`config.mk`:
```
export PLATFORM = sky130hd
export DESIGN_NAME = flag_word_stack
export DESIGN_NICKNAME = d
export VERILOG_FILES = /design/src/rtl/fws_pkg.sv /design/src/rtl/fws_ram.sv /design/src/rtl/fws_core.sv /design/src/rtl/flag_word_stack.sv
export SDC_FILE = /design/constraint.sdc
export NUM_CORES = 1
export LEC_CHECK = 0
export BUFFER_PORTS_ARGS = -buffer_cell sky130_fd_sc_hd__buf_2
export CORE_UTILIZATION = 55
export DETAILED_ROUTE_END_ITERATION = 16
export PLACE_DENSITY = 0.72
export RECOVER_POWER = 25
export REMOVE_ABC_BUFFERS = 1
export SLEW_MARGIN = 10
export SYNTH_ARGS = -nofsm -noshare
export SYNTH_HDL_FRONTEND = slang
export SYNTH_HIERARCHICAL = 1
export SYNTH_SLANG_ARGS = --single-unit
```
`constraint.sdc`:
```
create_clock -name clk -period 14.5 [get_ports clk]
set_input_delay 3.625 -clock clk [delete_from_list [all_inputs] [get_ports clk]]
set_output_delay 3.625 -clock clk [all_outputs]
set_load 0.1 [all_outputs]
```
`src/rtl/fws_pkg.sv`:
```
package fws_pkg;

  // Default sizing of the stack
  localparam int unsigned DEPTH_DEF      = 32;
  localparam int unsigned FLAG_WIDTH_DEF = 8;

  // Field widths on the stream ports
  localparam int unsigned ACTION_W = 3;
  localparam int unsigned VALUE_W  = 8;
  localparam int unsigned TOP_W    = 8;
  localparam int unsigned LEVEL_W  = 5;
  localparam int unsigned STATUS_W = 2;
  localparam int unsigned CFG_W    = 8;

  // Stack operations carried in each input beat
  typedef enum logic [ACTION_W-1:0] {
    ACT_READ  = 3'd0,
    ACT_LOAD  = 3'd1,
    ACT_PUSH  = 3'd2,
    ACT_POP   = 3'd3,
    ACT_SWAP  = 3'd4,
    ACT_SET   = 3'd5,
    ACT_CLR   = 3'd6,
    ACT_RESET = 3'd7
  } action_t;

  typedef enum logic [STATUS_W-1:0] {
    ST_OK        = 2'd0,
    ST_OVERFLOW  = 2'd1,
    ST_UNDERFLOW = 2'd2
  } status_t;

  // Result of one operation, as reported on the output stream
  typedef struct packed {
    status_t              status;
    logic [LEVEL_W-1:0]   level;
    logic [TOP_W-1:0]     top_flags;
  } res_t;

endpackage

```
`src/rtl/fws_ram.sv`:
```
module fws_ram #(
  parameter int unsigned WIDTH = 8,
  parameter int unsigned DEPTH = 32
) (
  input  logic                     clk,
  input  logic                     we,
  input  logic [$clog2(DEPTH)-1:0] waddr,
  input  logic [WIDTH-1:0]         wdata,
  input  logic [$clog2(DEPTH)-1:0] raddr,
  output logic [WIDTH-1:0]         rdata
);

  logic [WIDTH-1:0] mem [DEPTH];

  // One write port, one registered read port
  always_ff @(posedge clk) begin
    if (we) begin
      mem[waddr] <= wdata;
    end
    rdata <= mem[raddr];
  end

endmodule

```
`src/rtl/fws_core.sv`:
```
module fws_core #(
  parameter int unsigned DEPTH      = fws_pkg::DEPTH_DEF,
  parameter int unsigned FLAG_WIDTH = fws_pkg::FLAG_WIDTH_DEF
) (
  input  logic                         clk,
  input  logic                         rst,
  input  logic                         go,
  input  fws_pkg::action_t             act,
  input  logic [fws_pkg::VALUE_W-1:0]  flag_value,
  input  logic [fws_pkg::CFG_W-1:0]    default_flags,
  output fws_pkg::res_t                res
);

  localparam int unsigned LW = $clog2(DEPTH);

  // Top entry lives in a register; entries below it live in the RAM
  logic [LW-1:0]         t;
  logic [LW-1:0]         t_next;
  logic [FLAG_WIDTH-1:0] top;
  logic [FLAG_WIDTH-1:0] top_next;
  logic [DEPTH-1:0]      valid;
  logic [DEPTH-1:0]      valid_next;
  logic [DEPTH-1:0]      valid_set;

  // Neighbor entry, prefetched from the RAM's registered read port
  logic                  byp;
  logic [FLAG_WIDTH-1:0] byp_data;
  logic                  vld;
  logic [FLAG_WIDTH-1:0] ram_q;
  logic [FLAG_WIDTH-1:0] nbr;

  logic                  we;
  logic [LW-1:0]         waddr;
  logic [FLAG_WIDTH-1:0] wdata;
  logic                  clr;
  logic [LW-1:0]         ra;
  logic [LW-1:0]         other;
  logic                  full;
  fws_pkg::status_t      status;

  logic [FLAG_WIDTH+fws_pkg::VALUE_W-1:0] val_wide;
  logic [FLAG_WIDTH+fws_pkg::CFG_W-1:0]   dflt_wide;
  logic [FLAG_WIDTH+fws_pkg::TOP_W-1:0]   top_wide;
  logic [LW+fws_pkg::LEVEL_W-1:0]         lvl_wide;
  logic [FLAG_WIDTH-1:0]                  val;
  logic [FLAG_WIDTH-1:0]                  dflt;

  // Fit the 8-bit fields to the flag width
  assign val_wide  = {{FLAG_WIDTH{1'b0}}, flag_value};
  assign dflt_wide = {{FLAG_WIDTH{1'b0}}, default_flags};
  assign val       = val_wide[FLAG_WIDTH-1:0];
  assign dflt      = dflt_wide[FLAG_WIDTH-1:0];

  // Entry below the top, or entry 1 at the bottom; unwritten entries read as zero
  assign nbr   = byp ? byp_data : (vld ? ram_q : '0);
  assign other = (t == '0) ? LW'(1) : t - LW'(1);
  assign full  = (t == LW'(DEPTH - 1));

  // Apply the operation
  always_comb begin
    t_next   = t;
    top_next = top;
    we       = 1'b0;
    waddr    = t;
    wdata    = top;
    clr      = 1'b0;
    status   = fws_pkg::ST_OK;
    if (go) begin
      unique case (act)
        fws_pkg::ACT_READ: begin
        end
        fws_pkg::ACT_LOAD: begin
          top_next = val;
        end
        fws_pkg::ACT_PUSH: begin
          if (full) begin
            status = fws_pkg::ST_OVERFLOW;
          end else begin
            we     = 1'b1;
            t_next = t + LW'(1);
          end
        end
        fws_pkg::ACT_POP: begin
          if (t == '0) begin
            status = fws_pkg::ST_UNDERFLOW;
          end else begin
            we       = 1'b1;
            t_next   = t - LW'(1);
            top_next = nbr;
          end
        end
        fws_pkg::ACT_SWAP: begin
          we       = 1'b1;
          waddr    = other;
          top_next = nbr;
        end
        fws_pkg::ACT_SET: begin
          top_next = top | val;
        end
        fws_pkg::ACT_CLR: begin
          top_next = top & ~val;
        end
        fws_pkg::ACT_RESET: begin
          clr      = 1'b1;
          t_next   = '0;
          top_next = dflt;
        end
      endcase
    end
  end

  // Prefetch the neighbor of the next top
  assign ra = (t_next == '0) ? LW'(1) : t_next - LW'(1);

  always_comb begin
    valid_set = '0;
    valid_set[waddr] = we;
    valid_next = clr ? '0 : (valid | valid_set);
  end

  always_ff @(posedge clk) begin
    if (rst) begin
      t     <= '0;
      top   <= '0;
      valid <= '0;
      byp   <= 1'b0;
      vld   <= 1'b0;
    end else begin
      t     <= t_next;
      top   <= top_next;
      valid <= valid_next;
      byp   <= we && (waddr == ra);
      vld   <= valid_next[ra];
    end
  end

  always_ff @(posedge clk) begin
    byp_data <= wdata;
  end

  fws_ram #(
    .WIDTH (FLAG_WIDTH),
    .DEPTH (DEPTH)
  ) u_ram (
    .clk   (clk),
    .we    (we),
    .waddr (waddr),
    .wdata (wdata),
    .raddr (ra),
    .rdata (ram_q)
  );

  // Report the state after the operation
  assign top_wide      = {{fws_pkg::TOP_W{1'b0}}, top_next};
  assign lvl_wide      = {{fws_pkg::LEVEL_W{1'b0}}, t_next};
  assign res.top_flags = top_wide[fws_pkg::TOP_W-1:0];
  assign res.level     = lvl_wide[fws_pkg::LEVEL_W-1:0];
  assign res.status    = status;

  a_pop_bottom_holds: assert property (@(posedge clk) disable iff (rst)
    (go && act == fws_pkg::ACT_POP && t == '0) |=> (t == '0))
    else $error("pop at bottom moved the top");

  a_push_full_holds: assert property (@(posedge clk) disable iff (rst)
    (go && act == fws_pkg::ACT_PUSH && full) |=> (t == LW'(DEPTH - 1)))
    else $error("push on full stack moved the top");

  a_no_write_on_clear: assert property (@(posedge clk) disable iff (rst)
    !(we && clr))
    else $error("RAM write during stack clear");

  a_prefetch_not_top: assert property (@(posedge clk) disable iff (rst)
    ra != t_next)
    else $error("prefetch address hits the top entry");

  a_overflow_only_push: assert property (@(posedge clk) disable iff (rst)
    (res.status == fws_pkg::ST_OVERFLOW) |-> (go && act == fws_pkg::ACT_PUSH))
    else $error("overflow reported outside a push");

endmodule

```
`src/rtl/flag_word_stack.sv`:
```
// Output: the result of an accepted beat is registered into m_tdata when the beat is taken.
// Throughput: one beat per cycle unless m_tready stalls; the top entry is a register and
// the entry below it is prefetched from the stack RAM's registered read port every cycle.
// Reset: one bottom entry of zero, default_flags zero, output empty; entries above
// the bottom read as zero through per-entry valid bits, so no clearing pass is run.
module flag_word_stack #(
  parameter int unsigned DEPTH      = fws_pkg::DEPTH_DEF,
  parameter int unsigned FLAG_WIDTH = fws_pkg::FLAG_WIDTH_DEF
) (
  input  logic                      clk,
  input  logic                      rst,
  input  logic                      s_tvalid,
  output logic                      s_tready,
  input  logic [15:0]               s_tdata,     // action[2:0], flag_value[10:3], zero pad
  output logic                      m_tvalid,
  input  logic                      m_tready,
  output logic [15:0]               m_tdata,     // top_flags[7:0], level[12:8], status[14:13]
  input  logic                      cfg_wr_en,
  input  logic [fws_pkg::CFG_W-1:0] cfg_wr_data  // default_flags
);

  logic                      go;
  logic [fws_pkg::CFG_W-1:0] default_flags;
  fws_pkg::res_t             res;

  // Take a beat whenever the output register is free or draining, never in reset
  assign s_tready = !rst && (!m_tvalid || m_tready);
  assign go       = s_tvalid && s_tready;

  // Hold the configured bottom word
  always_ff @(posedge clk) begin
    if (rst) begin
      default_flags <= '0;
    end else if (cfg_wr_en) begin
      default_flags <= cfg_wr_data;
    end
  end

  fws_core #(
    .DEPTH      (DEPTH),
    .FLAG_WIDTH (FLAG_WIDTH)
  ) u_core (
    .clk           (clk),
    .rst           (rst),
    .go            (go),
    .act           (fws_pkg::action_t'(s_tdata[2:0])),
    .flag_value    (s_tdata[10:3]),
    .default_flags (default_flags),
    .res           (res)
  );

  // Result register
  always_ff @(posedge clk) begin
    if (rst) begin
      m_tvalid <= 1'b0;
    end else if (go) begin
      m_tvalid <= 1'b1;
    end else if (m_tready) begin
      m_tvalid <= 1'b0;
    end
  end

  always_ff @(posedge clk) begin
    if (go) begin
      m_tdata <= {1'b0, res.status, res.level, res.top_flags};
    end
  end

endmodule
```
Yosys cells after proc, flatten, opt, wreduce, memory -nomap -nowiden
Memory sizes are Yosys's and may differ from the RTL's. A register that Yosys moved wholly into a read port is not among the register bits.
Cells that the tools add are included.
{ "totals": {"ff_bits": 79, "ramBits": 256, "word_cells": 71, "memories": 1} }
{ "classes": {"add_sub_neg": 3, "order_cmp": 3, "eq_ne": 9, "mux": 31, "n_bitwise": 5, "n_reduce_logical": 10} }
{ "memory_table": {"columns": ["name", "words", "word_bits", "rd", "rd_clocked_by_memory_dff", "wr", "line", "source"], "rows": [
  ["u_core.u_ram.mem", 32, 8, 1, 1, 1, "fws_ram.sv:13", "logic [WIDTH-1:0] mem [DEPTH];"]
]} }
{ "ops": {"columns": ["cell", "n"], "rows": [
  ["8-bit case mux with 6 select lines", 1],
  ["5-bit 2-to-1 mux", 7],
  ["32-bit bitwise AND", 1],
  ["32-bit 2-to-1 mux", 1],
  ["8-bit 2-to-1 mux", 4],
  ["32-bit OR", 1],
  ["5-bit case mux with 3 select lines", 1],
  ["3-bit equality test, second input constant", 4],
  ["5-bit by 6-bit less-than comparator with 1-bit output, second input constant", 2],
  ["1-bit 2-to-1 mux", 12],
  ["5-bit logical NOT", 2],
  ["5-bit by 1-bit subtractor with 5-bit output, second input constant", 2],
  ["8-bit bitwise AND", 1],
  ["8-bit inverter", 1],
  ["8-bit OR", 1],
  ["3-bit by 2-bit equality test with 1-bit output, second input constant", 2],
  ["5-bit by 1-bit adder with 5-bit output, second input constant", 1],
  ["1-bit binary-select mux with 5-bit select", 1],
  ["1-bit demux with 5-bit select", 1],
  ["5-bit equality test", 1],
  ["5-bit equality test, second input constant", 1],
  ["5-bit by 1-bit >= comparator with 1-bit output, second input constant", 1],
  ["1-bit logical AND", 4],
  ["2-bit case mux with 2 select lines", 1],
  ["6 further kinds", 7]
]} }

Longest topological paths before layout
{ "depth": {"ltp_word": 14, "mapped_depth": 23, "ltp_nobuf": 17} }

Hierarchy
The synthesis kept the hierarchy.
{ "modules_own_cells": {"columns": ["mod", "instances", "cells_per_inst", "area_per_inst_um2"], "rows": [
  ["fws_ram", 1, 417, 10053.4],
  ["fws_core", 1, 439, 3518.4],
  ["flag_word_stack", 1, 48, 802.0]
]} }

Least setup slack after synthesis
OpenSTA, ideal clock, no wires.
{ "synth_timing": {"kind": "input-to-reg", "from": "input port rst", "to": "register u_core.u_ram.rdata[0] (read register of u_core.u_ram.mem)", "t_arrival_ns": 9.164, "required_ns": 14.379, "slack_ns": 5.215, "cell_stages": 19, "cell_sequence": "buf_6 > nor3b_1 > and2_1 > and2_1 > clkbuf_1 > a22o_1 > buf_4 > inv_1 > buf_2 > ha_1 > o2111a_1 > nor4_4 > o21ai_1 > inv_1 > clkbuf_1 > clkbuf_1 > mux4_2 > mux4_2 > mux2_2"} }
{ "synth_lines": {"columns": ["element", "line", "source"], "rows": [
  ["start: declaration", "flag_word_stack.sv:11", "input logic rst,"],
  ["end: declaration", "fws_ram.sv:10", "output logic [WIDTH-1:0] rdata"]
]} }

==> metrics.csv <==
metric,value,unit
skew,0.0274,ns
grt.overflow.total,0,
slew_headroom,-11.6,%
p_int,1580,µW
layout-drive-gt1-share,23.3,%
synth_edf_count,271,
drtIter0Drc,974,
cts_sinks,343,
clk_path_buf_depth,3,
drt_first_pass_iters,5,
tightest_slew,1.67,ns
num_rows,58,
async_reset_ff_share,0,%
p_leak,0.00560,µW
reg2reg_depth,18,
final_cell_mix,"edfxtp_1, nor2_1, mux4_2",
grt_max_degree,65,
syn_avg_cell_area,15.9,µm²
layout.cells.non_filler,1288,
netlist_area,14400,µm²
synth_top_area_share,56.6,%
p_total,2000,µW
cts_tree,built,
numCtsBuffers,35,
p_switching,424,µW
synth_cell_types,89,
final_common_cell,edfxtp_1,
post_drt_wl_per_cell,23.3,µm
initial_utilization,56.6,%
core-area,25400,µm²
die-area,26800,µm²
clockPowerShare,42.7,%
r2r-end,u_core/u_ram/rdata[5],
nNetsFinal,966,
htree_levels,2,
hpwl,18400,µm
rsz0062_at_grt,false,
cts_hold_buffers,0,
cts_setup_buffers,0,
cts_resized,0,
gp_congestion,0.859,
max_freq,109,MHz
die_y,164,µm
synth_ff_type,edfxtp_1,
start_kind,input pin,
worstSetupPathType,input pin to register,
n_fill_cell,1836,
violations,"capacitance limit, slew limit",
wl,30000,µm
setup_viol,0,
post-route-min-period,9.16,ns
worstReg2RegStart,u_core/t[0],
ios,47,
ir_drop,0.103,mV
yosysTopAreaCell,edfxtp_1,
cp.required,14.91,ns
via_count,8230,
p_seq_share,53.2,%
swShare,21.2,%
fin_crit_sh,63.2,%
synth_seq_cells,343,
track_usage,23.3,%
placedCellCount,1226,
combPwrFrac,4.0,%
finalMaxSlewViolations,70,
cp_max_fo,64,
hold_viol,0,
preCtsSetupSlack,4.81,ns
power.density,126,nW/µm²
ant_nets,0,
antenna_found_initial,0,
setup_slack,5.34,ns
outcome,"complete, but fails checks",
cts-root-buf,clkbuf_16,
grt_pass1_vias,7849,
crit_arrival,9.58,ns
fp.dieW,164,µm
path_clk_slew,0.06,ns
worstHoldStart,u_core/valid[26],
cp-end-kind,register,
viasPerCell,6.39,
portBuffers,40,
synthCells,904,
yosysWarnings,6,
reg2reg_slack,7.59,ns
drc,0,
area_growth,10.3,%
hold_end,u_core/valid[26],
clk_latency,0.53,ns
maxCapViolCount,2,
grt_pass1_wl,46100,µm
finalSetupTns,0,ns
whs_path_depth,2,
yosys-top-cells-area,"edfxtp_1, mux4_2, dfxtp_1",
antenna_cells,0,
ys_seq_area_share,66.6,%
hold_path_class,register to register,
-- metrics by stage --
stage / util, % / instance area [µm²] / hold slack [ns]
after detailed placement: 58.1 / 14800 / 0.442
after global placement: 58.1 / 14800 / 0.432
after CTS: 62.5 / 15900 / 0.454
after global routing: 62.4 / 15900 / 0.483
final: 62.4 / 15900 / 0.451
after floorplan: - / 14100 / 0.421
-- registers in the layout (all words and copies together) (netlist names), 5 cells and up --
register and cells:
default_flags 8, m_tdata 15, u_core/byp_data 8, u_core/t 5, u_core/top 8, u_core/u_ram/mem 256
u_core/u_ram/rdata 8, u_core/valid 32
-- power by group through the flow --
| stage | registers (µW) | clock network (µW) | logic [µW] |
|---|---|---|---|
| 2_1_floorplan | 1100 | 0 | 43.8 |
| 3_3_place_gp | 1080 | 0 | 79.6 |
| 3_5_place_dp | 1090 | 0 | 80.2 |
| 4_1_cts | 1060 | 872 | 80.6 |
| 5_1_grt | 1060 | 910 | 86.4 |
| 6_report | 1060 | 855 | 81.0 |
-- cell type report --
class	count	area (µm²)	share of cell area, %
timing repair buffer	47	245	1.55
inverter	33	128	0.805
multi-input combinational	473	4390	27.7
tap	330	413	2.60
clock buffer	44	962	6.07
sequential	343	9580	60.4
clock inverter	18	141	0.892
-- worst max-delay path by stage --
| stage | startpoint | end | slack (ns) | cells past startpoint |
|---|---|---|---|---|
| 6_report | rst | u_core/u_ram/rdata[5] | 5.34 | 16 |
| 5_1_grt | rst | u_core/u_ram/rdata[5] | 5.06 | 15 |
| 4_1_cts | rst | u_core/u_ram/rdata[5] | 5.36 | 15 |
| 3_5_place_dp | rst | u_core/u_ram/rdata[5] | 4.81 | 15 |
| 3_3_place_gp | rst | u_core/u_ram/rdata[5] | 4.87 | 15 |
| 2_1_floorplan | m_tready | u_core/u_ram/rdata[0] | 1.23 | 12 |
-- layer usage --
| layer | share of wire (%) | vias up | global-route usage, % |
|---|---|---|---|
| met5 | 0 | - | 0 |
| met4 | 1.9 | 0 | 6.86 |
| met1 | 44 | 4152 | 34.6 |
| li1 | - | 3645 | - |
| met3 | 8.7 | 43 | 4.60 |
| met2 | 45 | 390 | 34.9 |
-- cells by family after synthesis --
logic type                 Yosys count  synth area share, %
other                                1               0.0261
DFF                                343                 66.6
buffers and inverters               88                 2.92
muxes                              102                 14.2
AOI/OAI and AO/OA                  148                 7.70
adders and majority gates            4                0.348
and+or+nand+nor                    213                 7.88
xor gates and xnor gates             5                0.305
-- worst max-delay path, stage by stage --
cell and delay, ns:
buf_2 0.31, nor3b_2 0.25, buf_4 0.30, and2_1 0.24, and2_1 0.29, a22o_1 0.59, inv_1 0.43, ha_1 0.38
o2111a_1 0.17, nor4_4 0.46, o21ai_1 0.36, clkinv_2 0.09, buf_4 0.69, mux4_2 0.46, mux4_2 0.51, mux2_2 0.29
-- Yosys cell counts, types with 4 or more instances --
cell / number
ha_1: 4
nand3_1: 15
nor2_1: 88
nor2b_1: 5
dfxtp_1: 72
mux2_2: 10
o21a_1: 4
nor3_1: 11
a22oi_1: 21
nand3b_1: 6
buf_4: 11
mux2i_1: 11
xnor2_1: 4
buf_6: 4
a22o_1: 11
a31oi_1: 9
buf_1: 10
inv_2: 4
or3_1: 4
a21oi_1: 15
inv_1: 27
a41oi_1: 4
buf_2: 11
o21ai_0: 33
mux4_2: 80
clkbuf_1: 18
nand2_1: 29
edfxtp_1: 271
nand4_1: 7
and2_1: 13
(Power assumes the default switching activity.)
